`src/hdl/dls_pkg.sv`:
```
// Shared constants, codes and types of the display latency sampler.
package dls_pkg;

	// Sizes of the latency history and of the statistics datapath.
	localparam int HISTORY_DEPTH = 16;
	localparam int LAT_W = 32;
	localparam int SLOT_W = (HISTORY_DEPTH > 1) ? $clog2(HISTORY_DEPTH) : 1;
	localparam int CNT_W = $clog2(HISTORY_DEPTH + 1);
	localparam int SUM_W = LAT_W + CNT_W;
	localparam int DIV_STEP_W = $clog2(SUM_W);

	// Queue between the sequencer and the statistics engine.
	localparam int FIFO_DEPTH = 2;
	localparam int FIFO_PTR_W = 1;
	localparam int FIFO_CNT_W = $clog2(FIFO_DEPTH + 1);

	// Operation codes of an input request.
	localparam logic [1:0] OP_TICK = 2'd0;
	localparam logic [1:0] OP_FRAME = 2'd1;
	localparam logic [1:0] OP_SENSOR = 2'd2;

	// Sample status codes.
	localparam logic [1:0] ST_NONE = 2'd0;
	localparam logic [1:0] ST_NEW = 2'd1;
	localparam logic [1:0] ST_MISSING = 2'd2;

	// Configuration register indexes and reset values.
	localparam int CFG_IDX_W = 2;
	localparam logic [CFG_IDX_W-1:0] CFG_CLEAR_WAIT = 2'd0;
	localparam logic [CFG_IDX_W-1:0] CFG_MIN_WINDOW = 2'd1;
	localparam logic [CFG_IDX_W-1:0] CFG_MAX_WINDOW = 2'd2;
	localparam logic [LAT_W-1:0] CLEAR_WAIT_RST = 32'd200000;
	localparam logic [LAT_W-1:0] MIN_WINDOW_RST = 32'd200000;
	localparam logic [LAT_W-1:0] MAX_WINDOW_RST = 32'd500000;

	// One classified request handed from the sequencer to the statistics engine.
	typedef struct packed {
		logic patch_lit;
		logic [1:0] status;
		logic [LAT_W-1:0] latency;
	} dls_job_t;

endpackage

```
`src/hdl/dls_if.sv`:
```
// Handshake channel interfaces of the display latency sampler.
interface dls_in_if import dls_pkg::*; ();
	logic valid;
	logic ready;
	logic [1:0] operation;
	logic [LAT_W-1:0] now_ticks;
	modport source(output valid, operation, now_ticks, input ready);
	modport sink(input valid, operation, now_ticks, output ready);
endinterface

interface dls_out_if import dls_pkg::*; ();
	logic valid;
	logic ready;
	logic patch_lit;
	logic [1:0] sample_news;
	logic [LAT_W-1:0] latest_latency;
	logic [LAT_W-1:0] mean_latency;
	logic [LAT_W-1:0] min_latency;
	logic [LAT_W-1:0] max_latency;
	logic [CNT_W-1:0] filled_count;
	modport source(output valid, patch_lit, sample_news, latest_latency, mean_latency,
		min_latency, max_latency, filled_count, input ready);
	modport sink(input valid, patch_lit, sample_news, latest_latency, mean_latency,
		min_latency, max_latency, filled_count, output ready);
endinterface

interface dls_cfg_if import dls_pkg::*; ();
	logic valid;
	logic ready;
	logic [CFG_IDX_W-1:0] index;
	logic [LAT_W-1:0] data;
	modport source(output valid, index, data, input ready);
	modport sink(input valid, index, data, output ready);
endinterface

```
`src/hdl/dls_front.sv`:
```
// Sequencer front end: configuration, patch sequence and edge capture.
module dls_front import dls_pkg::*; (
	input logic clk,
	input logic arst_n,
	dls_in_if.sink in_ch,
	dls_cfg_if.sink cfg_ch,
	output logic push_valid,
	input logic push_ready,
	output dls_job_t push_job
);

	localparam logic [2:0] PH_CLEAR = 3'd0;
	localparam logic [2:0] PH_WAIT_CLEAR = 3'd1;
	localparam logic [2:0] PH_START = 3'd2;
	localparam logic [2:0] PH_WAIT_SAMPLE = 3'd3;

	logic [LAT_W-1:0] clear_wait_q;
	logic [LAT_W-1:0] min_window_q;
	logic [LAT_W-1:0] max_window_q;

	logic [2:0] phase_q, phase_d;
	logic [LAT_W-1:0] start_q, start_d;
	logic [LAT_W-1:0] frame_time_q, frame_time_d;
	logic [LAT_W-1:0] sensor_time_q, sensor_time_d;
	logic frame_cap_q, frame_cap_d;
	logic sensor_cap_q, sensor_cap_d;
	logic lit_q, lit_d;
	logic [1:0] status;
	logic [LAT_W-1:0] elapsed;
	logic accept;

	// Every request goes to the queue as soon as it is accepted.
	assign cfg_ch.ready = 1'b1;
	assign in_ch.ready = push_ready;
	assign push_valid = in_ch.valid;
	assign accept = in_ch.valid && push_ready;
	assign elapsed = in_ch.now_ticks - start_q;

	// Next state of the sequencer and of the two captures.
	always_comb begin
		phase_d = phase_q;
		start_d = start_q;
		frame_time_d = frame_time_q;
		sensor_time_d = sensor_time_q;
		frame_cap_d = frame_cap_q;
		sensor_cap_d = sensor_cap_q;
		lit_d = lit_q;
		status = ST_NONE;
		case (in_ch.operation)
			OP_TICK: begin
				case (phase_q)
					PH_CLEAR: begin
						lit_d = 1'b0;
						phase_d = PH_WAIT_CLEAR;
						start_d = in_ch.now_ticks;
					end
					PH_WAIT_CLEAR: begin
						if (elapsed >= clear_wait_q) begin
							phase_d = PH_START;
							start_d = in_ch.now_ticks;
						end
					end
					PH_START: begin
						phase_d = PH_WAIT_SAMPLE;
						start_d = in_ch.now_ticks;
						lit_d = 1'b1;
						frame_cap_d = 1'b0;
						sensor_cap_d = 1'b0;
					end
					PH_WAIT_SAMPLE: begin
						if (elapsed >= min_window_q) begin
							if (elapsed > max_window_q) begin
								phase_d = PH_CLEAR;
								start_d = in_ch.now_ticks;
								status = ST_MISSING;
							end else if (frame_cap_q && sensor_cap_q) begin
								phase_d = PH_CLEAR;
								start_d = in_ch.now_ticks;
								status = (frame_time_q >= sensor_time_q) ? ST_MISSING : ST_NEW;
							end
						end
					end
					default: begin
						phase_d = PH_CLEAR;
						start_d = in_ch.now_ticks;
					end
				endcase
			end
			OP_FRAME: begin
				if (!frame_cap_q) begin
					frame_time_d = in_ch.now_ticks;
					frame_cap_d = 1'b1;
				end
			end
			OP_SENSOR: begin
				if (!sensor_cap_q) begin
					sensor_time_d = in_ch.now_ticks;
					sensor_cap_d = 1'b1;
				end
			end
			default: begin
			end
		endcase
	end

	// Request record for the statistics engine.
	always_comb begin
		push_job.patch_lit = lit_d;
		push_job.status = status;
		push_job.latency = sensor_time_q - frame_time_q;
	end

	// Configuration registers.
	always_ff @(posedge clk or negedge arst_n) begin
		if (!arst_n) begin
			clear_wait_q <= CLEAR_WAIT_RST;
			min_window_q <= MIN_WINDOW_RST;
			max_window_q <= MAX_WINDOW_RST;
		end else if (cfg_ch.valid) begin
			case (cfg_ch.index)
				CFG_CLEAR_WAIT: clear_wait_q <= cfg_ch.data;
				CFG_MIN_WINDOW: min_window_q <= cfg_ch.data;
				CFG_MAX_WINDOW: max_window_q <= cfg_ch.data;
				default: begin
				end
			endcase
		end
	end

	// Sequencer state.
	always_ff @(posedge clk or negedge arst_n) begin
		if (!arst_n) begin
			phase_q <= PH_CLEAR;
			start_q <= '0;
			frame_time_q <= '0;
			sensor_time_q <= '0;
			frame_cap_q <= 1'b1;
			sensor_cap_q <= 1'b1;
			lit_q <= 1'b0;
		end else if (accept) begin
			phase_q <= phase_d;
			start_q <= start_d;
			frame_time_q <= frame_time_d;
			sensor_time_q <= sensor_time_d;
			frame_cap_q <= frame_cap_d;
			sensor_cap_q <= sensor_cap_d;
			lit_q <= lit_d;
		end
	end

	// The patch is lit throughout a sample window and dark throughout the clear wait.
	a_lit_in_window: assert property (@(posedge clk) disable iff (!arst_n)
		(phase_q == PH_WAIT_SAMPLE) |-> lit_q)
		else $error("patch dark during sample window");
	a_dark_in_clear: assert property (@(posedge clk) disable iff (!arst_n)
		(phase_q == PH_WAIT_CLEAR) |-> !lit_q)
		else $error("patch lit during clear wait");

endmodule

```
`src/hdl/dls_fifo.sv`:
```
// Short request queue between the sequencer and the statistics engine.
module dls_fifo import dls_pkg::*; (
	input logic clk,
	input logic arst_n,
	input logic push_valid,
	output logic push_ready,
	input dls_job_t push_job,
	output logic pop_valid,
	input logic pop_ready,
	output dls_job_t pop_job
);

	dls_job_t slots_q [FIFO_DEPTH];
	logic [FIFO_PTR_W-1:0] wr_ptr_q;
	logic [FIFO_PTR_W-1:0] rd_ptr_q;
	logic [FIFO_CNT_W-1:0] count_q;
	logic push;
	logic pop;

	assign push_ready = (count_q != FIFO_CNT_W'(FIFO_DEPTH));
	assign pop_valid = (count_q != '0);
	assign push = push_valid && push_ready;
	assign pop = pop_valid && pop_ready;
	assign pop_job = slots_q[rd_ptr_q];

	// Entry storage.
	always_ff @(posedge clk) begin
		if (push) begin
			slots_q[wr_ptr_q] <= push_job;
		end
	end

	// Pointers and fill level.
	always_ff @(posedge clk or negedge arst_n) begin
		if (!arst_n) begin
			wr_ptr_q <= '0;
			rd_ptr_q <= '0;
			count_q <= '0;
		end else begin
			if (push) begin
				wr_ptr_q <= wr_ptr_q + 1'b1;
			end
			if (pop) begin
				rd_ptr_q <= rd_ptr_q + 1'b1;
			end
			if (push && !pop) begin
				count_q <= count_q + 1'b1;
			end else if (pop && !push) begin
				count_q <= count_q - 1'b1;
			end
		end
	end

	// The fill level never passes the queue depth.
	a_count_bound: assert property (@(posedge clk) disable iff (!arst_n)
		count_q <= FIFO_CNT_W'(FIFO_DEPTH))
		else $error("queue fill level out of range");

endmodule

```
`src/hdl/dls_back.sv`:
```
// Statistics engine: latency history, walk for sum, min and max, serial mean divide.
module dls_back import dls_pkg::*; (
	input logic clk,
	input logic arst_n,
	input logic pop_valid,
	output logic pop_ready,
	input dls_job_t pop_job,
	dls_out_if.source out_ch
);

	localparam logic [1:0] BK_IDLE = 2'd0;
	localparam logic [1:0] BK_WALK = 2'd1;
	localparam logic [1:0] BK_DIV = 2'd2;
	localparam logic [1:0] BK_DONE = 2'd3;

	logic [1:0] state_q;
	logic [LAT_W-1:0] hist_mem [HISTORY_DEPTH];
	logic [LAT_W-1:0] rd_data_s1;
	logic rd_vld_s1;
	logic [SLOT_W-1:0] slot_q;
	logic [CNT_W-1:0] cnt_q;
	logic [LAT_W-1:0] last_q;
	logic lit_q;
	logic [1:0] status_q;
	logic [CNT_W-1:0] issue_q;
	logic [SUM_W-1:0] sum_q;
	logic [LAT_W-1:0] min_q;
	logic [LAT_W-1:0] max_q;
	logic [SUM_W-1:0] dvd_q;
	logic [CNT_W-1:0] rem_q;
	logic [DIV_STEP_W-1:0] step_q;
	logic out_valid_q;
	logic take;
	logic wr_en;
	logic rd_en;
	logic [SLOT_W-1:0] rd_addr;
	logic [CNT_W:0] trial;
	logic trial_ge;
	logic out_free;
	logic load_out;

	assign pop_ready = (state_q == BK_IDLE);
	assign take = pop_valid && pop_ready;
	assign wr_en = take && (pop_job.status == ST_NEW);
	assign rd_en = (state_q == BK_WALK) && (issue_q < cnt_q);
	assign rd_addr = issue_q[SLOT_W-1:0];
	assign trial = {rem_q, dvd_q[SUM_W-1]};
	assign trial_ge = (trial >= {1'b0, cnt_q});
	assign out_free = !out_valid_q || out_ch.ready;
	assign load_out = (state_q == BK_DONE) && out_free;
	assign out_ch.valid = out_valid_q;

	// History memory with a registered read port.
	always_ff @(posedge clk) begin
		if (wr_en) begin
			hist_mem[slot_q] <= pop_job.latency;
		end
		rd_data_s1 <= hist_mem[rd_addr];
	end

	// Control: take a request, walk the filled entries, divide, hand over.
	always_ff @(posedge clk or negedge arst_n) begin
		if (!arst_n) begin
			state_q <= BK_IDLE;
			slot_q <= '0;
			cnt_q <= '0;
			last_q <= '0;
			issue_q <= '0;
			rd_vld_s1 <= 1'b0;
			step_q <= '0;
			out_valid_q <= 1'b0;
		end else begin
			rd_vld_s1 <= rd_en;
			if (load_out) begin
				out_valid_q <= 1'b1;
			end else if (out_ch.ready) begin
				out_valid_q <= 1'b0;
			end
			case (state_q)
				BK_IDLE: begin
					if (take) begin
						if (wr_en) begin
							last_q <= pop_job.latency;
							slot_q <= (slot_q == SLOT_W'(HISTORY_DEPTH - 1)) ? '0 :
								slot_q + 1'b1;
							if (cnt_q != CNT_W'(HISTORY_DEPTH)) begin
								cnt_q <= cnt_q + 1'b1;
							end
						end
						issue_q <= '0;
						state_q <= BK_WALK;
					end
				end
				BK_WALK: begin
					if (rd_en) begin
						issue_q <= issue_q + 1'b1;
					end else if (!rd_vld_s1) begin
						step_q <= '0;
						state_q <= (cnt_q == '0) ? BK_DONE : BK_DIV;
					end
				end
				BK_DIV: begin
					step_q <= step_q + 1'b1;
					if (step_q == DIV_STEP_W'(SUM_W - 1)) begin
						state_q <= BK_DONE;
					end
				end
				BK_DONE: begin
					if (out_free) begin
						state_q <= BK_IDLE;
					end
				end
				default: begin
					state_q <= BK_IDLE;
				end
			endcase
		end
	end

	// Datapath: request fields, running statistics and the restoring divider.
	always_ff @(posedge clk) begin
		if (take) begin
			lit_q <= pop_job.patch_lit;
			status_q <= pop_job.status;
			sum_q <= '0;
			min_q <= '1;
			max_q <= '0;
		end
		if (rd_vld_s1) begin
			sum_q <= sum_q + SUM_W'(rd_data_s1);
			if (rd_data_s1 < min_q) begin
				min_q <= rd_data_s1;
			end
			if (rd_data_s1 > max_q) begin
				max_q <= rd_data_s1;
			end
		end
		if ((state_q == BK_WALK) && !rd_en && !rd_vld_s1) begin
			dvd_q <= sum_q;
			rem_q <= '0;
		end
		if (state_q == BK_DIV) begin
			rem_q <= trial_ge ? CNT_W'(trial - {1'b0, cnt_q}) : trial[CNT_W-1:0];
			dvd_q <= {dvd_q[SUM_W-2:0], trial_ge};
		end
	end

	// Output register: the engine moves on while a result waits to be taken.
	always_ff @(posedge clk) begin
		if (load_out) begin
			out_ch.patch_lit <= lit_q;
			out_ch.sample_news <= status_q;
			out_ch.latest_latency <= last_q;
			out_ch.filled_count <= cnt_q;
			if (cnt_q == '0) begin
				out_ch.mean_latency <= '0;
				out_ch.min_latency <= '0;
				out_ch.max_latency <= '0;
			end else begin
				out_ch.mean_latency <= dvd_q[LAT_W-1:0];
				out_ch.min_latency <= min_q;
				out_ch.max_latency <= max_q;
			end
		end
	end

	// The fill count saturates at the history depth.
	a_cnt_bound: assert property (@(posedge clk) disable iff (!arst_n)
		cnt_q <= CNT_W'(HISTORY_DEPTH))
		else $error("history fill count out of range");
	// A recorded sample always leaves at least one filled entry.
	a_cnt_after_store: assert property (@(posedge clk) disable iff (!arst_n)
		wr_en |=> (cnt_q != '0))
		else $error("history empty after a recorded sample");

endmodule

```
`src/hdl/display_latency_sampler_core.sv`:
```
// Top level of the display latency sampler.
// The block takes sequencer ticks, frame edges and sensor edges, each with a timestamp, and
// returns one result per request: the patch level, whether this request recorded or missed a
// sample, and the latest, mean, min and max latency over the filled history entries. The
// front end takes a request whenever its two-entry queue has room. The statistics engine
// then serves one request at a time: it takes the request, walks the N filled history
// entries (N at least one, at most sixteen) through its registered read port, runs the
// one-bit-per-cycle mean divider and loads the output register. With an empty history the
// divider is skipped. It takes no new request before it has loaded the result of the last.
// The load waits while an earlier result still sits unread in the output register. That
// engine sets the sustained rate. Configuration writes are taken in any cycle and are meant
// to be issued only while the block is idle.
module display_latency_sampler_core import dls_pkg::*; (
	input logic clk,
	input logic arst_n,
	dls_in_if.sink in_ch,
	dls_cfg_if.sink cfg_ch,
	dls_out_if.source out_ch
);

	logic push_valid;
	logic push_ready;
	dls_job_t push_job;
	logic pop_valid;
	logic pop_ready;
	dls_job_t pop_job;

	dls_front u_front (
		.clk(clk),
		.arst_n(arst_n),
		.in_ch(in_ch),
		.cfg_ch(cfg_ch),
		.push_valid(push_valid),
		.push_ready(push_ready),
		.push_job(push_job)
	);

	dls_fifo u_fifo (
		.clk(clk),
		.arst_n(arst_n),
		.push_valid(push_valid),
		.push_ready(push_ready),
		.push_job(push_job),
		.pop_valid(pop_valid),
		.pop_ready(pop_ready),
		.pop_job(pop_job)
	);

	dls_back u_back (
		.clk(clk),
		.arst_n(arst_n),
		.pop_valid(pop_valid),
		.pop_ready(pop_ready),
		.pop_job(pop_job),
		.out_ch(out_ch)
	);

endmodule

```
`src/flat_wrapper.sv`:
```
// flat-port wrapper written by rule: the top's interface ports become plain ports
module display_latency_sampler_core_flat import dls_pkg::*;
  (clk, arst_n, in_ch_valid, in_ch_operation, in_ch_now_ticks, in_ch_ready, cfg_ch_valid, cfg_ch_index, cfg_ch_data, cfg_ch_ready, out_ch_valid, out_ch_patch_lit, out_ch_sample_news, out_ch_latest_latency, out_ch_mean_latency, out_ch_min_latency, out_ch_max_latency, out_ch_filled_count, out_ch_ready);
  dls_in_if in_ch_i ();
  dls_cfg_if cfg_ch_i ();
  dls_out_if out_ch_i ();
  input logic clk;
  input logic arst_n;
  input wire logic [$bits(in_ch_i.valid)-1:0] in_ch_valid;
  input wire logic [$bits(in_ch_i.operation)-1:0] in_ch_operation;
  input wire logic [$bits(in_ch_i.now_ticks)-1:0] in_ch_now_ticks;
  output wire logic [$bits(in_ch_i.ready)-1:0] in_ch_ready;
  input wire logic [$bits(cfg_ch_i.valid)-1:0] cfg_ch_valid;
  input wire logic [$bits(cfg_ch_i.index)-1:0] cfg_ch_index;
  input wire logic [$bits(cfg_ch_i.data)-1:0] cfg_ch_data;
  output wire logic [$bits(cfg_ch_i.ready)-1:0] cfg_ch_ready;
  output wire logic [$bits(out_ch_i.valid)-1:0] out_ch_valid;
  output wire logic [$bits(out_ch_i.patch_lit)-1:0] out_ch_patch_lit;
  output wire logic [$bits(out_ch_i.sample_news)-1:0] out_ch_sample_news;
  output wire logic [$bits(out_ch_i.latest_latency)-1:0] out_ch_latest_latency;
  output wire logic [$bits(out_ch_i.mean_latency)-1:0] out_ch_mean_latency;
  output wire logic [$bits(out_ch_i.min_latency)-1:0] out_ch_min_latency;
  output wire logic [$bits(out_ch_i.max_latency)-1:0] out_ch_max_latency;
  output wire logic [$bits(out_ch_i.filled_count)-1:0] out_ch_filled_count;
  input wire logic [$bits(out_ch_i.ready)-1:0] out_ch_ready;
  assign in_ch_i.valid = in_ch_valid;
  assign in_ch_i.operation = in_ch_operation;
  assign in_ch_i.now_ticks = in_ch_now_ticks;
  assign in_ch_ready = in_ch_i.ready;
  assign cfg_ch_i.valid = cfg_ch_valid;
  assign cfg_ch_i.index = cfg_ch_index;
  assign cfg_ch_i.data = cfg_ch_data;
  assign cfg_ch_ready = cfg_ch_i.ready;
  assign out_ch_valid = out_ch_i.valid;
  assign out_ch_patch_lit = out_ch_i.patch_lit;
  assign out_ch_sample_news = out_ch_i.sample_news;
  assign out_ch_latest_latency = out_ch_i.latest_latency;
  assign out_ch_mean_latency = out_ch_i.mean_latency;
  assign out_ch_min_latency = out_ch_i.min_latency;
  assign out_ch_max_latency = out_ch_i.max_latency;
  assign out_ch_filled_count = out_ch_i.filled_count;
  assign out_ch_i.ready = out_ch_ready;
  display_latency_sampler_core u_core (.clk(clk), .arst_n(arst_n), .in_ch(in_ch_i), .cfg_ch(cfg_ch_i), .out_ch(out_ch_i));
endmodule
```
`config.mk`:
```
export PLATFORM = sky130hd
export DESIGN_NAME = display_latency_sampler_core_flat
export DESIGN_NICKNAME = d
export VERILOG_FILES = /design/src/hdl/dls_pkg.sv /design/src/hdl/dls_if.sv /design/src/hdl/dls_front.sv /design/src/hdl/dls_fifo.sv /design/src/hdl/dls_back.sv /design/src/hdl/display_latency_sampler_core.sv /design/src/flat_wrapper.sv
export SDC_FILE = /design/constraint.sdc
export NUM_CORES = 2
export LEC_CHECK = 0
export BUFFER_PORTS_ARGS = -buffer_cell sky130_fd_sc_hd__buf_2
export CELL_PAD_IN_SITES_DETAIL_PLACEMENT = 1
export CELL_PAD_IN_SITES_GLOBAL_PLACEMENT = 1
export CORE_MARGIN = 5
export CORE_UTILIZATION = 40
export DETAILED_ROUTE_END_ITERATION = 12
export HOLD_SLACK_MARGIN = 0.03
export PLACE_DENSITY = 0.62
export SLEW_MARGIN = 10
export SYNTH_ARGS = -nofsm -noshare
export SYNTH_HDL_FRONTEND = slang
export SYNTH_SLANG_ARGS = --single-unit
```
`constraint.sdc`:
```
create_clock -name clk -period 6.9 [get_ports clk]
set_input_delay 0.345 -clock clk [delete_from_list [all_inputs] [get_ports clk]]
set_output_delay 0.345 -clock clk [all_outputs]
set_load 0.01 [all_outputs]
```
======== Yosys cells after proc, flatten, opt, wreduce, memory -nomap -nowiden ========
Memory sizes are Yosys's and may differ from the RTL's. A register that Yosys moved wholly into a read port is not among the register bits.
Cells that the tools add are included.
cells by class
  add/subtract/negate cells ............... 12
  $mul .................................... 0
  div/mod/pow operators ................... 0
  $lt $le $gt $ge ......................... 8
  equal/unequal tests ..................... 25
  shift-type cells ........................ 0
  mux-type cells .......................... 56
  bitwise gates (word level) .............. 2
  reductions and logical operators ........ 43
operators with widths
  operator             count
  $mux 32              10
  $mux 37              4
  $ge 32x32->1         3
  $gt 32x32->1         2
  $pmux 32 s2          1
  $sub 32x32->32       2
  $add 37x32->37       1
  $lt 32x32->1         1
  $mux 2               13
  $mux 5               5
  $reduce_and 3->1     7
  $ne 2x2->1 const B   9
  $reduce_bool 2->1    9
  $mux 3               4
  $mux 6               2
  $pmux 3 s4           1
  $pmux 6 s2           1
  $add 5x1->5 const B  2
  $logic_and 1x1->1    10
  $pmux 5 s2           1
  $reduce_and 5->1     2
  $mux 1               9
  $eq 2x1->1 const B   4
  $eq 2x2->1 const B   4
  other kinds (26)     39
word-level totals
  register bits after elaboration ......... 540
  latch bits .............................. 0
  memory bits (writable) .................. 582
  ROM bits ................................ 0
  output and inout port bits .............. 139
  logic and storage cells ................. 183
  memories kept ........................... 2
memories
  name                    words  bits a word  read ports  clocked after Yosys merged registers in  write ports  line            source
  u_core.u_back.hist_mem  16     32           1           1                                        1            dls_back.sv:17  logic [LAT_W-1:0] hist_mem [HISTORY_DEPTH];
  u_core.u_fifo.slots_q   2      35           1           0                                        1            dls_fifo.sv:13  dls_job_t slots_q [FIFO_DEPTH];

======== Longest topological paths before layout ========
  word-level depth ........................ 7
  mapped depth ............................ 22
  mapped depth without buffers ............ 21

======== Cells and area by module ========
A second synthesis with hierarchy kept.
unflattened totals
  cell total of the unflattened synthesis .. 3740
  area total of the unflattened synthesis .. 52537.9 sq um
modules (own cells, without submodules)
  module     times used  cells each  area each (sq um)
  dls_back   1           2217        36243.5
  dls_front  1           1396        13424.1
  dls_fifo   1           127         2870.3

======== Least setup slack after synthesis ========
OpenSTA, ideal clock, no wires.
  path type ............................... input -> register
  start point ............................. input port in_ch_now_ticks[0]
  end point ............................... register u_core.u_front.phase_q[1]
  library setup time ...................... 0.125 ns
  data arrival time ....................... 5.010 ns
  slack ................................... 1.766 ns
  cell stages on the path ................. 22
  path buffers ............................ 1
  cell sequence ........................... inv_1 > ha_1 > inv_1 > fa_1 > a211o_1 > a2111o_1 > a211o_1 > a221oi_4 > o21ai_2 > a21o_1 > a21oi_1 > xnor2_1 > ha_1 > a21o_1 > a21o_1 > a21oi_1 > a21oi_1 > a21boi_0 > or4_1 > nand3_2 > buf_2 > mux2_2
on the way
  cells in the longest elaborated chain, start to end .. 5
  elaborated cells between the ends (all ways) .. 11
  classes of those cells .................. 1 x add/sub; 3 x order compare; 3 x eq/ne; 3 x mux; 1 x reduce/logical
ends and longest elaborated chain
  item                  line                source
  from (decl)           flat_wrapper.sv:11  input wire logic [$bits(in_ch_i.now_ticks)-1:0] in_ch_now_ticks;
  $sub 32x32->32 *      dls_front.sv:37     assign elapsed = in_ch.now_ticks - start_q;
  $gt 32x32->1          dls_front.sv:72     if (elapsed > max_window_q) begin
  $mux 3                dls_front.sv:72
  $mux 3                dls_front.sv:71     if (elapsed >= min_window_q) begin
  $pmux 3 s4            dls_front.sv:51     case (phase_q)
  to (signal assigned)  dls_front.sv:141    phase_q <= phase_d;
  to (decl)             dls_front.sv:21     logic [2:0] phase_q, phase_d;
Mark *: on every way between the ends. The rest lies on a longest branch, timed or not. The select of a mux whose other input is x is not followed.
A chain may end at the register's enable or synchronous reset.

======== Worst setup path in the final report ========
  start point ............................. register u_core.u_front.start_q[0]
  end point ............................... register u_core.u_front.start_q[11]
on the way
  cells in the longest elaborated chain, start to end .. 5
  elaborated cells between the ends (all ways) .. 11
  classes of those cells .................. 1 x add/sub; 3 x order compare; 3 x eq/ne; 3 x mux; 1 x reduce/logical
ends and longest elaborated chain
  item                    line              source
  from (decl)             dls_front.sv:22   logic [LAT_W-1:0] start_q, start_d;
  from (signal assigned)  dls_front.sv:142  start_q <= start_d;
  $sub 32x32->32 *        dls_front.sv:37
  $gt 32x32->1            dls_front.sv:72
  $mux 32                 dls_front.sv:72
  $mux 32                 dls_front.sv:71
  $pmux 32 s2             dls_front.sv:51
Marked as above.

==> results.tsv <==
stage	metric	value	unit
cts	root buf cell	clkbuf_16	
logic_synthesis	mean post-synth cell area	14.6	µm²
timing	skew final	0.0244	ns
die	I/O pin count	212	
route	Post-DRT Antenna Nets	0	
logic_synthesis	Post-Synthesis Cells	3557	
timing	Post-Route Setup TNS	0	ns
logic_synthesis	syn_nets	3916	
finish	Multi-input gate area	18000	µm²
place	pre-CTS setup slack	0.808	ns
route	First DRT Iteration DRCs	1715	
worst_setup_path	CP Cell Sequence	ha_1 -> inv_1 -> fa_1 -> a211o_1 -> a2111o_1 -> a211o_1 -> a221oi_4 -> o21ba_4 -> o2111ai_2 -> a21oi_2 -> xnor2_1 -> ha_1 -> nand4_1 -> nor3_1 -> nand4_1 -> o21a_1 -> a31oi_1 -> o2111ai_1 -> nand3_2 -> buf_4 -> mux2_2	
worst_setup_path	Critical R2R Launch	u_core.u_front.start_q[0]	
worst_setup_path	R2R setup slack	1.02	ns
route	first drt pass iteration count	5	
finish	Synth-to-Final Area Change	15.9	%
global_routing	number of global-route vias before repair	32481	
global_routing	initial antenna violation count	12	
worst_setup_path	Worst Setup Start Kind	flop	
timing	fmax	170	MHz
timing	Setup Viol. Count Final	0	
finish	nets	4255	
worst_setup_path	crit-path max cell delay	0.44	ns
status	status	complete, no violations	
timing	Tmin final	5.88	ns
logic_synthesis	share of flip-flops with an asynchronous set or reset	22.3	%
timing	Setup WS post-layout	1.02	ns
worst_setup_path	Worst Reg-to-Reg Cells	21	
logic_synthesis	sequential share of the synthesized area	62.6	%
power_and_ir_drop	Overall Power	30.0	mW
timing	Max Slew Vio Count	0	
logic_synthesis	#FFs+latches synth	1153	
worst_setup_path	CP max FO	34	
global_routing	grt total ovfl	0	
job	max-capacitance violation count	0	
finish	share of cells above drive strength 1	23.6	%
worst_setup_path	Required @ worst endpoint	7.53	ns
cts	CTS buffer count	130	
cts	TritonCTS clock tree	done	
route	Via density	5.25	
global_routing	GRT Resource Usage Total	19.2	%
place	HPWL after DPL	88.4	mm
worst_hold_path	HP Class	in2async	
die	Die Area	137000	µm²
die	Die Width	370	µm
logic_synthesis	EDFF count, synth	800	
timing	RSZ-0062 raised after global routing	false	
place	gp weighted congestion	0.820	
worst_setup_path	CP top delay family	compound AO/OA/AOI/OAI gates	
cts	clk slew on worst S/H paths	0.06	ns
die	core area	129000	µm²
global_routing	pin count of the biggest net entering global routing	105	
logic_synthesis	Main synth FF type	edfxtp_1	
cts	TritonCTS sink count	1153	
logic_synthesis	synth warn	0	
cts	clk_lat worst skew	0.75	ns
cts	CTS H-tree lvls	4	
die	# rows	132	
timing	Final Hold Violating Endpoints	0	
worst_setup_path	Worst Path Buf+Inv	2	
finish	final core occ	46.5	%
timing	Rel. slew slack	29.7	%
die	Chip Height	370	µm
logic_synthesis	Synth Cell Area	51800	µm²
logic_synthesis	Netlist cell types	83	
route	vias post-DR	30206	
timing	period utilization	85.2	%
finish	Seq. cell area	32400	µm²
worst_setup_path	reg2reg end	u_core.u_front.start_q[11]	
cts	# resized after CTS	0	
worst_setup_path	Setup Crit Path Kind	reg2reg	
finish	Fill cells	12843	
route	Avg WL per Cell	22.7	µm
power_and_ir_drop	worst vdd ir	0.000284	V
worst_setup_path	CP Data Arrival Time	6.51	ns
global_routing	first-pass GRT wire length	200	mm
die	starting density of the core	40.1	%
power_and_ir_drop	Leak Pwr	23.1	nW
route	drt drc	0	
worst_setup_path	crit end category	flop	
worst_setup_path	slowest CP cell	a221oi_4	
power_and_ir_drop	pwr/cell area	500	nW/µm²
route	total wire length	131	mm
place	I/O Buffers	210	
timing	slew at the pin closest to its max-slew limit	1.05	ns
cts	Max Root-Sink Buffers	3	
==> worst max-delay path by stage <==
stage | start | endpoint | slack (ns) | depth (start not counted)
3_5_place_dp | in_ch_now_ticks[0] | u_core.u_front.start_q[2] | 0.81 | 23
4_1_cts | u_core.u_front.start_q[0] | u_core.u_front.start_q[11] | 0.96 | 21
5_1_grt | u_core.u_front.start_q[0] | u_core.u_front.start_q[16] | 0.56 | 21
3_3_place_gp | in_ch_now_ticks[0] | u_core.u_front.start_q[9] | 0.90 | 23
6_report | u_core.u_front.start_q[0] | u_core.u_front.start_q[11] | 1.02 | 21
2_1_floorplan | in_ch_now_ticks[0] | u_core.u_front.phase_q[1] | 1.77 | 22
==> registers in the layout, summed over array words and instances (netlist names), 37 cells and up <==
name                    cells
u_core.u_back.dvd_q        37
u_core.u_back.hist_mem    512
u_core.u_fifo.slots_q      70
u_core.u_back.sum_q        37
==> worst register-to-register path: cells and delay by family (launching register included) <==
family / cells / cell delay, ns
xor gates and xnor gates: 1 / 0.13
buffers and inverters: 2 / 0.49
DFF: 1 / 0.35
AOI/OAI and AO/OA: 10 / 2.63
muxes: 1 / 0.44
adders and majority gates: 3 / 0.92
and+or+nand+nor: 4 / 0.82
==> cells in the final DEF (no fill, tap or decap), types with 14 or more instances in the layout <==
cell type	n
edfxtp_1	800
ha_1	281
inv_1	280
mux2_2	264
dfrtp_1	233
buf_2	209
nor2_1	206
mux4_2	160
nand2_1	147
clkbuf_16	137
o21ai_0	136
a21oi_1	119
dfxtp_1	96
a21o_1	85
dlygate4sd3_1	69
nor2b_1	55
xnor2_1	50
nand3_1	49
buf_4	43
nand4_1	39
clkbuf_1	36
o32a_1	32
nor3_1	29
o21a_1	26
xor2_1	26
nand2b_1	25
clkinv_2	23
a211oi_1	21
dfstp_2	21
a31oi_1	16
and3_1	15
o21bai_1	14
nor2_4	14
==> per-layer routing <==
| metal | global-route usage (%) | up-vias | part of all wire [%] |
|---|---|---|---|
| met2 | 34.4 | 540 | 51 |
| met3 | 3.48 | 176 | 4.3 |
| met5 | 0 | - | 0.0054 |
| li1 | - | 14084 | - |
| met4 | 5.18 | 2 | 2.3 |
| met1 | 23.9 | 15404 | 42 |
==> layout make-up <==
type,instances,area share [%]
inverter,281,1.76
clock buffer,180,6.10
sequential,1153,54.0
multi-input combinational,2005,30.0
antenna,8,0.0334
timing repair buffer,325,3.56
clock inverter,58,0.847
tap,1742,3.63
==> report_power, final <==
part	internal, mW	switching (mW)
combinational	4.76	7.18
sequential	10.4	0.962
clock	3.92	2.81
==> kinds of logic (layout without fill, tap and decap cells) <==
family	Yosys count	in the layout	synth area share, %
other	1	9	0.00725
XOR/XNOR	76	76	1.29
multiplexers	434	434	12.9
AO/OA/AOI/OAI	567	567	7.43
AND/OR/NAND/NOR	641	641	5.88
buffers and inverters	399	844	2.92
adder cells (fa/ha/maj)	286	286	6.97
flip-flops	1153	1153	62.6
==> repair_timing <==
item / in CTS / in global routing
hold buffers: 69 / 0
hold endpoints to repair: 266 / 0
buffers inserted: 0 / 0
setup endpoints to repair: 0 / 0
==> cells in the mapped netlist, types with 87 or more instances <==
cell | instances | area share, %
nor2_1 | 221 | 1.6
mux4_2 | 160 | 7.0
edfxtp_1 | 800 | 46
clkbuf_1 | 87 | 0.63
dfrtp_1 | 236 | 11
mux2_2 | 264 | 5.7
dfxtp_1 | 96 | 3.7
nand2_1 | 147 | 1.1
inv_1 | 280 | 2.0
o21ai_0 | 137 | 1.3
ha_1 | 282 | 6.8
a21oi_1 | 119 | 1.2
==> stage by stage <==
step	std cells	cell area, µm²	hold WS (ns)
6_report	5752	60000	0.198
5_1_grt	5748	60000	0.234
4_1_cts	5744	60000	0.198
3_5_place_dp	5437	55100	0.419
3_3_place_gp	5437	55100	0.424
2_1_floorplan	3557	51800	0.0494
(Power assumes the default switching activity.)
